==> src/rtl/core/efc_pkg.sv <==
// Shared types and constants for the escaped frame checker.
`timescale 1ns / 1ps

package efc_pkg;

    // Escape and data byte values
    localparam logic [7:0] ESC_MARK   = 8'hBB;
    localparam logic [7:0] ESC_OF_AA  = 8'h0A;
    localparam logic [7:0] ESC_OF_BB  = 8'h0B;
    localparam logic [7:0] FRAME_MARK = 8'hAA;

    // Byte count saturates at all ones
    localparam logic [31:0] COUNT_MAX = 32'hFFFF_FFFF;
    localparam logic [31:0] LEN_BYTES = 32'd4;

    // Command queue between front and back
    localparam int QUEUE_DEPTH = 4;
    localparam int QUEUE_AW    = $clog2(QUEUE_DEPTH);
    localparam int QUEUE_CW    = QUEUE_AW + 1;

    // Frame status codes
    typedef enum logic [1:0] {
        STATUS_OK      = 2'd0,
        STATUS_BAD_ESC = 2'd1,
        STATUS_LEN     = 2'd2,
        STATUS_SUM     = 2'd3
    } status_t;

    // Classified word passed from front to back
    typedef struct packed {
        logic       has_data;   // a decoded byte is carried
        logic [7:0] data;       // decoded byte
        logic       frame_end;  // frame closes after this command
        logic       esc_err;    // a bad escape occurred in this frame
    } cmd_t;

endpackage

==> src/rtl/core/efc_front.sv <==
// Front end: input handshake, escape removal and command classification.
`timescale 1ns / 1ps

module efc_front (
    input  logic              clk,
    input  logic              rst_n,
    input  logic              s_tvalid,
    output logic              s_tready,
    input  logic [7:0]        s_tdata,
    input  logic              s_tlast,
    input  logic              q_full,
    output logic              push,
    output efc_pkg::cmd_t     cmd
);
    import efc_pkg::*;

    logic pend_reg, pend_next;
    logic err_reg, err_next;
    logic accept;

    assign s_tready = !q_full;
    assign accept   = s_tvalid && s_tready;

    // Escape decode
    always_comb
    begin
        pend_next     = pend_reg;
        err_next      = err_reg;
        cmd           = '0;
        if (accept)
        begin
            if (!err_reg)
            begin
                if (pend_reg)
                begin
                    pend_next = 1'b0;
                    if (s_tdata == ESC_OF_AA)
                    begin
                        cmd.has_data = 1'b1;
                        cmd.data     = FRAME_MARK;
                    end
                    else if (s_tdata == ESC_OF_BB)
                    begin
                        cmd.has_data = 1'b1;
                        cmd.data     = ESC_MARK;
                    end
                    else
                    begin
                        err_next = 1'b1;
                    end
                end
                else if (s_tdata == ESC_MARK)
                begin
                    pend_next = 1'b1;
                end
                else
                begin
                    cmd.has_data = 1'b1;
                    cmd.data     = s_tdata;
                end
            end
            // Frame end: report error, drop any lone escape, start afresh
            if (s_tlast)
            begin
                cmd.frame_end = 1'b1;
                cmd.esc_err   = err_next;
                pend_next     = 1'b0;
                err_next      = 1'b0;
            end
        end
    end

    assign push = accept && (cmd.has_data || cmd.frame_end);

    // Escape state
    always_ff @(posedge clk or negedge rst_n)
    begin
        if (!rst_n)
        begin
            pend_reg <= 1'b0;
            err_reg  <= 1'b0;
        end
        else
        begin
            pend_reg <= pend_next;
            err_reg  <= err_next;
        end
    end

endmodule

==> src/rtl/core/efc_queue.sv <==
// Short command queue decoupling front and back.
`timescale 1ns / 1ps

module efc_queue (
    input  logic              clk,
    input  logic              rst_n,
    input  logic              push,
    input  efc_pkg::cmd_t     push_cmd,
    input  logic              pop,
    output logic              full,
    output logic              not_empty,
    output efc_pkg::cmd_t     head
);
    import efc_pkg::*;

    cmd_t                slot_reg [QUEUE_DEPTH];
    logic [QUEUE_AW-1:0] wr_ptr_reg, rd_ptr_reg;
    logic [QUEUE_CW-1:0] count_reg;

    assign full      = (count_reg == QUEUE_CW'(QUEUE_DEPTH));
    assign not_empty = (count_reg != '0);
    assign head      = slot_reg[rd_ptr_reg];

    // Storage
    always_ff @(posedge clk)
    begin
        if (push)
            slot_reg[wr_ptr_reg] <= push_cmd;
    end

    // Pointers and fill level
    always_ff @(posedge clk or negedge rst_n)
    begin
        if (!rst_n)
        begin
            wr_ptr_reg <= '0;
            rd_ptr_reg <= '0;
            count_reg  <= '0;
        end
        else
        begin
            if (push)
                wr_ptr_reg <= (wr_ptr_reg == QUEUE_AW'(QUEUE_DEPTH - 1)) ? '0 : wr_ptr_reg + 1'b1;
            if (pop)
                rd_ptr_reg <= (rd_ptr_reg == QUEUE_AW'(QUEUE_DEPTH - 1)) ? '0 : rd_ptr_reg + 1'b1;
            if (push && !pop)
                count_reg <= count_reg + 1'b1;
            else if (pop && !push)
                count_reg <= count_reg - 1'b1;
        end
    end

endmodule

==> src/rtl/core/efc_back.sv <==
// Back end: running length and checksum, result word generation.
`timescale 1ns / 1ps

module efc_back (
    input  logic              clk,
    input  logic              rst_n,
    input  logic              cmd_valid,
    input  efc_pkg::cmd_t     cmd,
    output logic              pop,
    output logic              m_tvalid,
    input  logic              m_tready,
    output logic [15:0]       m_tdata,
    output logic              m_tuser,
    output logic              m_tlast
);
    import efc_pkg::*;

    logic [31:0] count_reg, count_next;
    logic [31:0] length_reg, length_next;
    logic [7:0]  sum_reg, sum_next;
    logic [7:0]  prev_reg, prev_next;
    logic        phase_reg, phase_next;

    logic        out_valid_reg, out_valid_next;
    logic [7:0]  out_data_reg, out_data_next;
    status_t     out_code_reg, out_code_next;
    logic        out_status_reg, out_status_next;

    logic        load;
    status_t     code;

    assign load = !out_valid_reg || m_tready;

    // Frame checks on the current running state
    always_comb
    begin
        priority if (cmd.esc_err)
            code = STATUS_BAD_ESC;
        else if (count_reg < LEN_BYTES || length_reg != count_reg - 32'd1)
            code = STATUS_LEN;
        else if (sum_reg != prev_reg)
            code = STATUS_SUM;
        else
            code = STATUS_OK;
    end

    // Command execution
    always_comb
    begin
        count_next      = count_reg;
        length_next     = length_reg;
        sum_next        = sum_reg;
        prev_next       = prev_reg;
        phase_next      = phase_reg;
        out_valid_next  = out_valid_reg && !m_tready;
        out_data_next   = out_data_reg;
        out_code_next   = out_code_reg;
        out_status_next = out_status_reg;
        pop             = 1'b0;
        if (cmd_valid && load)
        begin
            if (!phase_reg && cmd.has_data)
            begin
                // Data word, fold byte into running state
                out_valid_next  = 1'b1;
                out_data_next   = cmd.data;
                out_code_next   = STATUS_OK;
                out_status_next = 1'b0;
                if (count_reg != '0)
                    sum_next = sum_reg + prev_reg;
                if (count_reg < LEN_BYTES)
                    length_next = {length_reg[23:0], cmd.data};
                prev_next = cmd.data;
                if (count_reg != COUNT_MAX)
                    count_next = count_reg + 32'd1;
                if (cmd.frame_end)
                    phase_next = 1'b1;
                else
                    pop = 1'b1;
            end
            else
            begin
                // Status word, then clear frame state
                out_valid_next  = 1'b1;
                out_data_next   = '0;
                out_code_next   = code;
                out_status_next = 1'b1;
                count_next      = '0;
                length_next     = '0;
                sum_next        = '0;
                prev_next       = '0;
                phase_next      = 1'b0;
                pop             = 1'b1;
            end
        end
    end

    // Frame state and control
    always_ff @(posedge clk or negedge rst_n)
    begin
        if (!rst_n)
        begin
            count_reg     <= '0;
            length_reg    <= '0;
            sum_reg       <= '0;
            prev_reg      <= '0;
            phase_reg     <= 1'b0;
            out_valid_reg <= 1'b0;
        end
        else
        begin
            count_reg     <= count_next;
            length_reg    <= length_next;
            sum_reg       <= sum_next;
            prev_reg      <= prev_next;
            phase_reg     <= phase_next;
            out_valid_reg <= out_valid_next;
        end
    end

    // Output payload
    always_ff @(posedge clk)
    begin
        out_data_reg   <= out_data_next;
        out_code_reg   <= out_code_next;
        out_status_reg <= out_status_next;
    end

    assign m_tvalid = out_valid_reg;
    assign m_tdata  = {6'b0, out_code_reg, out_data_reg};
    assign m_tuser  = out_status_reg;
    assign m_tlast  = out_status_reg;

endmodule

==> src/rtl/core/escaped_frame_checker_core.sv <==
// Top level of the escaped frame checker: front, command queue and back.
//
//  channel | dir | tdata bits (low first)            | tuser      | tlast
//  s_*     | in  | rx_byte[7:0]                      | -          | frame_end
//  m_*     | out | data_byte[7:0], status_code[9:8] | is_status  | last
//
// One input word per cycle is accepted while the four-entry command queue
// has room. The back end emits one result word per cycle while a command
// waits and the receiver is ready; a frame's final byte yields a data word
// and then a status word. The output register is reloaded whenever it is
// empty or being taken, so stalls on either side are absorbed by the queue.
// Reset clears all control and frame state at once; no clearing pass is needed.
`timescale 1ns / 1ps

module escaped_frame_checker_core (
    input  logic        clk,
    input  logic        rst_n,
    input  logic        s_tvalid,
    output logic        s_tready,
    input  logic [7:0]  s_tdata,   // rx_byte[7:0]
    input  logic        s_tlast,
    output logic        m_tvalid,
    input  logic        m_tready,
    output logic [15:0] m_tdata,   // data_byte[7:0], status_code[9:8], zero pad
    output logic        m_tuser,   // is_status
    output logic        m_tlast
);
    import efc_pkg::*;

    logic q_full, q_not_empty, push, pop;
    cmd_t push_cmd, head_cmd;

    // Decode and classify
    efc_front u_front (
        .clk      (clk),
        .rst_n    (rst_n),
        .s_tvalid (s_tvalid),
        .s_tready (s_tready),
        .s_tdata  (s_tdata),
        .s_tlast  (s_tlast),
        .q_full   (q_full),
        .push     (push),
        .cmd      (push_cmd)
    );

    // Command queue
    efc_queue u_queue (
        .clk       (clk),
        .rst_n     (rst_n),
        .push      (push),
        .push_cmd  (push_cmd),
        .pop       (pop),
        .full      (q_full),
        .not_empty (q_not_empty),
        .head      (head_cmd)
    );

    // Checks and results
    efc_back u_back (
        .clk       (clk),
        .rst_n     (rst_n),
        .cmd_valid (q_not_empty),
        .cmd       (head_cmd),
        .pop       (pop),
        .m_tvalid  (m_tvalid),
        .m_tready  (m_tready),
        .m_tdata   (m_tdata),
        .m_tuser   (m_tuser),
        .m_tlast   (m_tlast)
    );

endmodule

==> config.mk <==
export PLATFORM = sky130hd
export DESIGN_NAME = escaped_frame_checker_core
export DESIGN_NICKNAME = d
export VERILOG_FILES = /design/src/rtl/core/efc_pkg.sv /design/src/rtl/core/efc_front.sv /design/src/rtl/core/efc_queue.sv /design/src/rtl/core/efc_back.sv /design/src/rtl/core/escaped_frame_checker_core.sv
export SDC_FILE = /design/constraint.sdc
export NUM_CORES = 1
export LEC_CHECK = 0
export CORE_UTILIZATION = 50
export CTS_BUF_LIST = sky130_fd_sc_hd__clkbuf_8
export DETAILED_ROUTE_END_ITERATION = 12
export DONT_BUFFER_PORTS = 1
export GPL_ROUTABILITY_DRIVEN = 0
export PLACE_DENSITY = 0.68
export SYNTH_ARGS = -nofsm -noshare
export SYNTH_HDL_FRONTEND = slang
export SYNTH_HIERARCHICAL = 1
export SYNTH_SLANG_ARGS = --single-unit
==> constraint.sdc <==
create_clock -name clk -period 3.8 [get_ports clk]
set_input_delay 0.19 -clock clk [delete_from_list [all_inputs] [get_ports clk]]
set_output_delay 0.19 -clock clk [all_outputs]
set_load 0.02 [all_outputs]
==> impl_results.md, run 1 <==
- Status: completed
- Comb pwr share: about two fifths
- Smallest hold slack: 0.01953 ns
- Number of H-tree levels: 4
- Setup TNS: 0 ns
- Sink Count: about 150
- Critical path endpoint category: flip-flop
- RSZ-0062 raised after global routing: false
- Ant. Diodes: 0
- Flop pwr share: 41.0%
- Maximum VDD drop: around 0.00044 V
- CTS max path bufs: 2
- Clk pin slew, worst setup/hold paths: around 0.10 ns
- Hold Path Origin: s_tdata[7]
- Dpl cell area: 8084 sq um
- Total CTS buffers: 17
- Die area: ~16000 sq um
- DRT iter0 DRCs: ~340
- Setup bufs post-CTS: 0
- Final Hold Fails: 0
- Total track usage: around 22%
- EDFF count, synth: 55
- Initial antenna violation count: 0
- Clock skew: ~0.015 ns
- Port bufs: 0
- Yosys cell types: a little over 70
- Post-layout nets: 747
- Path type of the worst min-delay path: input pin to flip-flop
- DR WL/cell: between 15 and 20 um
- Internal power: about 3.6 mW
- Number of detailed-route iterations in the first pass: 5
- Worst-margin pin slew: about 0.73 ns
- Final setup fails: 0
- Hold path depth: 1
- GRT Residual Overflow: 0
- Die Ht: around 130 um
- Final instance area: between 8000 and 9000 sq um
- Post-synthesis sequential area ratio: between 40 and 50%
- CTS tree: built
- Final WS setup: slightly below 0.5 ns
- Main synth FF type: dfrtp_1
- Sw Pwr: ~2.5 mW
- R2R depth: 10
- Hold path endpoint: u_queue/slot_reg[3][9]
- Maximum clock rate: roughly 300 MHz
- Kind of critical path: flip-flop to flip-flop
- Synth async-reset ratio: 62.33%
- Synthesized area: around 8000 sq um
- Total core area: 15370 sq um
- FF-to-FF End: u_back/out_code_reg[1]
- Synthesis-stage register bit count: 146
- Leakage: 3.632 nW
- Number of antenna-violating nets in the routed design: 0
- Clock Power Share: approximately a fifth
- Die span in x: about 130 um
- Pins Over Slew Limit: 0
- Root Driver: clkbuf_8
- Worst slew margin: about half
- Vias in the first global route: approximately 5400
- # rows: between 40 and 50
- Worst Path Required: approximately 4 ns
- Starting density of the core: between 50% and 60%
- Worst path arrival time: roughly 3.5 ns
- DRC: 0
- Drt total wl: between 15 and 20 mm
- CP Launch Type: flip-flop
- # hold bufs at CTS: 12
- Worst slack, placed: roughly 0.53 ns
- Largest net degree at the start of global routing: between 90 and 100
- Via Count: approximately 5600
- Max_cap viols: 0
- Worst r2r src: u_back/count_reg[0]
- Critical path fanouts, max: 9
- R2R Setup Slk: ~0.5 ns
- Layout cells sized above 1: a little under an eighth
- Switching part of the total: about two fifths
- Detailed Place HPWL: between 10 and 15 mm
- Post_cts resized: 0
- Largest register FFs: between 40 and 50
- Vias per inst: 5.910
- IO Count: 33
- Synthesized area per cell: between 10 and 15 sq um
- First-pass GRT wire length: 27.99 mm
- Area grow syn2layout: 8.579%
- Synth warn: 6
- Synth Instances: 718
- Power per Cell Area: slightly above 700 nW/um^2
- Clk_lat worst skew: 0.46 ns
- Final period util: between 80 and 90%
- Fin crit period: 3.305 ns
## worst max path at each step
stage                                    from                     end  slack [ns]  depth (start not counted)
final                     u_back/count_reg[0]  u_back/out_code_reg[1]        0.49                         10
after CTS                 u_back/count_reg[0]  u_back/out_code_reg[1]        0.52                         10
after global placement    u_back/count_reg[0]  u_back/out_code_reg[1]        0.57                         10
after floorplan           u_back/count_reg[0]  u_back/out_code_reg[1]        0.77                         10
after global routing      u_back/count_reg[0]  u_back/out_code_reg[1]        0.30                         10
after detailed placement  u_back/count_reg[0]  u_back/out_code_reg[1]        0.53                         10
## layout make-up
class	instances	area (sq um)
Sequential cell	146	3929
Multi-Input combinational cell	507	3717
Timing Repair Buffer	23	232.7
Fill cell	1272	6740
Tap cell	211	264.0
Inverter	21	78.83
Clock buffer	17	234.0
Clock inverter	15	175.2
## routing by layer
layer	up-vias	routed length, um	GRT usage [%]
met5	-	0	0
met4	0	499	8.720
met3	40	878	5.134
met2	159	8344	36.67
met1	2748	7602	28.75
li1	2608	-	-
## power groups by stage
stage               sequential (mW)  clock, mW  combinational (mW)
floorplan                      2.38          0                1.87
global placement               2.50          0                2.22
detailed placement             2.52          0                2.31
CTS                            2.49       1.25                2.35
global route                   2.53       1.31                2.61
finish                         2.49       1.22                2.36
## critical path, stage by stage (launching register included)
cell     delay (ns)
dfrtp_1        0.52
inv_1          0.12
ha_1           0.25
xnor2_1        0.14
xnor2_1        0.12
or3_1          0.34
or4_1          0.51
or4_1          0.48
nor4_1         0.28
nand4_1        0.13
o21a_1         0.19
## stage by stage
stage / power [mW] / util (%) / cells
2_1_floorplan: 4.253 / - / 723
3_3_place_gp: 4.722 / 52.59 / 896
3_5_place_dp: 4.829 / 52.59 / 896
4_1_cts: 6.095 / 56.15 / 940
5_1_grt: 6.445 / 56.15 / 940
6_report: 6.073 / 56.15 / 940
## cell usage after synthesis, types with 2 or more instances
master | n | area (sq um)
a311oi_1 | 2 | 17.52
o31ai_1 | 6 | 45.04
mux4_1 | 3 | 78.83
or4_1 | 8 | 60.06
inv_1 | 21 | 78.83
nand4b_1 | 3 | 26.28
xnor2_1 | 43 | 376.6
nand3_1 | 30 | 150.1
a211oi_1 | 2 | 15.01
mux4_2 | 8 | 180.2
a21oi_1 | 15 | 75.07
clkbuf_1 | 27 | 101.4
and4_1 | 9 | 78.83
fa_1 | 2 | 40.04
buf_2 | 11 | 55.05
a41oi_1 | 2 | 17.52
and2_1 | 20 | 125.1
buf_6 | 3 | 33.78
xor2_1 | 34 | 297.8
o21a_1 | 2 | 15.01
dfrtp_1 | 91 | 2277
nand3b_1 | 3 | 22.52
o21ai_1 | 2 | 10.01
buf_4 | 7 | 52.55
nand4_1 | 16 | 100.1
o41ai_1 | 3 | 26.28
mux2_2 | 13 | 146.4
nor3b_1 | 3 | 22.52
nor4_2 | 2 | 25.02
o21ai_0 | 20 | 100.1
nor4_1 | 13 | 81.33
nand2_1 | 43 | 161.4
nor2b_1 | 8 | 50.05
nor3_1 | 16 | 80.08
ha_1 | 16 | 200.2
and3_1 | 7 | 43.79
mux2i_1 | 5 | 50.05
or3_1 | 8 | 50.05
or2_2 | 4 | 25.02
nor2_1 | 56 | 210.2
edfxtp_1 | 55 | 1652
a21o_1 | 10 | 75.07
a22o_1 | 34 | 297.8
nand2b_1 | 4 | 25.02
## cell families after synthesis
family	Yosys count	synth area share, %
AND/OR/NAND/NOR	264	18.45
flip-flops	146	49.43
AO/OA/AOI/OAI	112	10.45
XOR/XNOR	78	8.783
buffers and inverters	70	4.093
multiplexers	29	5.730
adder cells (fa/ha/maj)	18	3.022
other	1	0.04718
## layout by cell type (no fill, tap or decap), drive strengths merged, types with 16 or more instances in the layout
cell type / netlist / final
xnor2: 43 / 43
a21oi: 16 / 16
nor2: 56 / 56
xor2: 34 / 34
a22o: 34 / 34
and2: 21 / 21
nor3: 16 / 16
dfrtp: 91 / 91
nand3: 30 / 30
nand4: 16 / 16
edfxtp: 55 / 55
nand2: 43 / 43
ha: 16 / 16
clkbuf: 27 / 17
nor4: 16 / 16
o21ai: 22 / 22
inv: 21 / 31
Note: power is estimated with default switching activity, not from simulation.
==> inputs of run 2 (changes only) <==
--- a/config.mk
+++ b/config.mk
@@ -5,12 +5,12 @@
 export SDC_FILE = /design/constraint.sdc
 export NUM_CORES = 1
 export LEC_CHECK = 0
-export CORE_UTILIZATION = 50
+export CORE_UTILIZATION = 45
 export CTS_BUF_LIST = sky130_fd_sc_hd__clkbuf_8
 export DETAILED_ROUTE_END_ITERATION = 12
 export DONT_BUFFER_PORTS = 1
 export GPL_ROUTABILITY_DRIVEN = 0
-export PLACE_DENSITY = 0.68
+export PLACE_DENSITY = 0.63
 export SYNTH_ARGS = -nofsm -noshare
 export SYNTH_HDL_FRONTEND = slang
 export SYNTH_HIERARCHICAL = 1
==> run 2 against run 1 <==
Non-clock buffer count fell by 1. Clock skew decreased by 0.0023 ns. Utilization down 6.1 points. Critical path depth unchanged. Largest power group unchanged.
==> impl_results.md, run 2 (synthesis results as in run 1) <==
- Die area: 18200 sq um (+11%)
- Register Area: 3929 sq um (unchanged)
- Cell family with the largest share of critical-path delay: simple AND/OR/NAND/NOR gates
- Total core area: 17300 sq um (+13%)
- Filler cells: 1552 (+22%)
- R2R Setup Slk: 0.43 ns (-0.07 ns)
- Vias per inst: 5.773 (-2.3%)
- Maximum VDD drop: 0.0004057 V (-6.8%)
- DRT iter0 DRCs: 370 (+7.9%)
- Total CTS buffers: 17 (unchanged)
- Clk_lat worst skew: 0.46 ns (about the same)
- RSZ-0062 raised after global routing: false
- GRT Residual Overflow: 0 (unchanged)
- Final Hold Fails: 0 (unchanged)
- Max_cap viols: 0 (unchanged)
- Starting density of the core: 45.96% (-5.8 points)
- IO Count: 33 (unchanged)
- Root Driver: clkbuf_8
- Number of antenna-violating nets in the routed design: 0 (unchanged)
- Final instance area: 8656 sq um (+0.29%)
- Worst-margin pin slew: 0.7413 ns (+0.007494 ns)
- Buf+Inv Stages, Crit Path: 1 (unchanged)
- Worst slew margin: 50.12% (-0.50 points)
- Detailed Place HPWL: 12.48 mm (+0.37%)
- Clk pin slew, worst setup/hold paths: 0.09 ns (about the same)
- Setup TNS: 0 ns (unchanged)
- Area occupied by multi-input gates: 3717 sq um (unchanged)
- Worst Path Required: 4.02 ns (about the same)
- Maximum clock rate: 296.5 MHz (-2.0%)
- Pins Over Slew Limit: 0 (unchanged)
- Crit path cell chain: inv_1 -> ha_1 -> xnor2_1 -> xnor2_1 -> or3_1 -> or4_1 -> or4_1 -> nor4_1 -> nand4_1 -> o21a_1
- Critical path endpoint category: flip-flop
- Die Ht: 134.9 um (+5.3%)
- Number of detailed-route iterations in the first pass: 5 (unchanged)
- CP peak stage delay: 0.51 ns (about the same)
- Largest net degree at the start of global routing: 92 (unchanged)
- Clock skew: 0.01228 ns (-0.002317 ns)
- Die span in x: 134.9 um (+5.3%)
- Final Total Pwr: 6.145 mW (+1.2%)
- Final period util: 88.75% (+1.8 points)
- Status: completed
- CTS max path bufs: 2 (unchanged)
- DRC: 0 (unchanged)
- Final setup fails: 0 (unchanged)
- Dpl cell area: 8102 sq um (+0.22%)
- CP Launch Type: flip-flop
- Vias in the first global route: 5405 (-0.24%)
- Smallest hold slack: 0.03046 ns (+0.01093 ns)
- Post_cts resized: 0 (unchanged)
- Initial antenna violation count: 0 (unchanged)
- Via Count: 5507 (-0.86%)
- Sink Count: 146 (unchanged)
- CP max stage cell: dfrtp_1
- Path type of the worst min-delay path: input pin to flip-flop
- First-pass GRT wire length: 27.89 mm (-0.37%)
- Most frequent cells in the layout: dfrtp_1, nor2_1, edfxtp_1
- CTS tree: built
- Area grow syn2layout: 8.893%
- Largest register FFs: 44 (unchanged)
- Drt total wl: 17.44 mm (+0.63%)
- Fin crit period: 3.372 ns (+0.06710 ns)
- Commonest non-fill, non-tap cell in the layout: dfrtp_1
- Post-layout nets: 746 (-0.13%)
- Worst path arrival time: 3.59 ns (+0.07 ns)
- Leakage: 3.634 nW (about the same)
- Layout cells sized above 1: 11.54% (+0.016 points)
- Total track usage: 20.19% (-2.2 points)
- Final Non-Filler Cells: 954 (+1.5%)
- Setup bufs post-CTS: 0 (unchanged)
- Number of H-tree levels: 4 (unchanged)
- Critical path fanouts, max: 9 (unchanged)
- Placed Cells: 910 (+1.6%)
- Kind of critical path: flip-flop to flip-flop
- DR WL/cell: 18.28 um (-0.84%)
- Port bufs: 0 (unchanged)
- # rows: 48 (+6.7%)
- Power per Cell Area: 709.9 nW/um^2 (+0.90%)
- # hold bufs at CTS: 11 (-1)
run 2: changes by cell type in the layout (fill, tap and decap cells not counted), sizes merged:
cell         before  now
inv              31   28
bufinv            0    2
clkinv            4    5
diode             0    1
dlygate4sd3      11   10
run 2: power breakdown:
| part | internal, mW | switching [mW] |
|---|---|---|
| Sequential | 2.09 | 0.403 |
| Combinational | 1.02 | 1.35 |
| Clock | 0.615 | 0.667 |
| Total | 3.73 | 2.42 |
run 2: final timing paths:
path,startpoint,endpoint,cells after the start
setup reg to reg,u_back/count_reg[0],u_back/out_code_reg[1],10
setup / recovery,u_back/count_reg[0],u_back/out_code_reg[1],10
max in group asynchronous,rst_n,u_back/count_reg[16],2
hold / removal,s_tdata[0],u_queue/slot_reg[3][6],1
min in group asynchronous,rst_n,u_back/count_reg[14],2
hold reg to reg,u_back/phase_reg,u_back/phase_reg,2
run 2: worst register-to-register path: cells and delay by family (launching register included):
kind	cells	cell delay, ns
adders and majority gates	1	0.24
xor gates and xnor gates	2	0.27
buffers and inverters	1	0.11
and+or+nand+nor	5	1.79
AOI/OAI and AO/OA	1	0.21
DFF	1	0.51
run 2: stage by stage:
| stage | util (%) | setup WS [ns] |
|---|---|---|
| 6_report | 50.04 | 0.4276 |
| 2_1_floorplan | - | 0.7659 |
| 3_3_place_gp | 46.84 | 0.5686 |
| 5_1_grt | 50.03 | 0.3532 |
| 3_5_place_dp | 46.84 | 0.4850 |
| 4_1_cts | 50.03 | 0.4765 |
run 2: layer usage:
layer	share of wire (%)	GRT usage [%]
met5	0	0
met1	45	25.26
met2	49	33.10
met4	2.4	8.801
met3	4.4	5.105
run 2: cell type report:
| cell class | instances | share of cell area (%) |
|---|---|---|
| diodes | 1 | 0.02891 |
| clock buffers | 17 | 2.703 |
| clock inverters | 15 | 2.197 |
| inverters | 21 | 0.9107 |
| multi-input cells | 507 | 42.95 |
| flip-flops and latches | 146 | 45.39 |
| well taps | 225 | 3.252 |
| repair buffers | 22 | 2.573 |
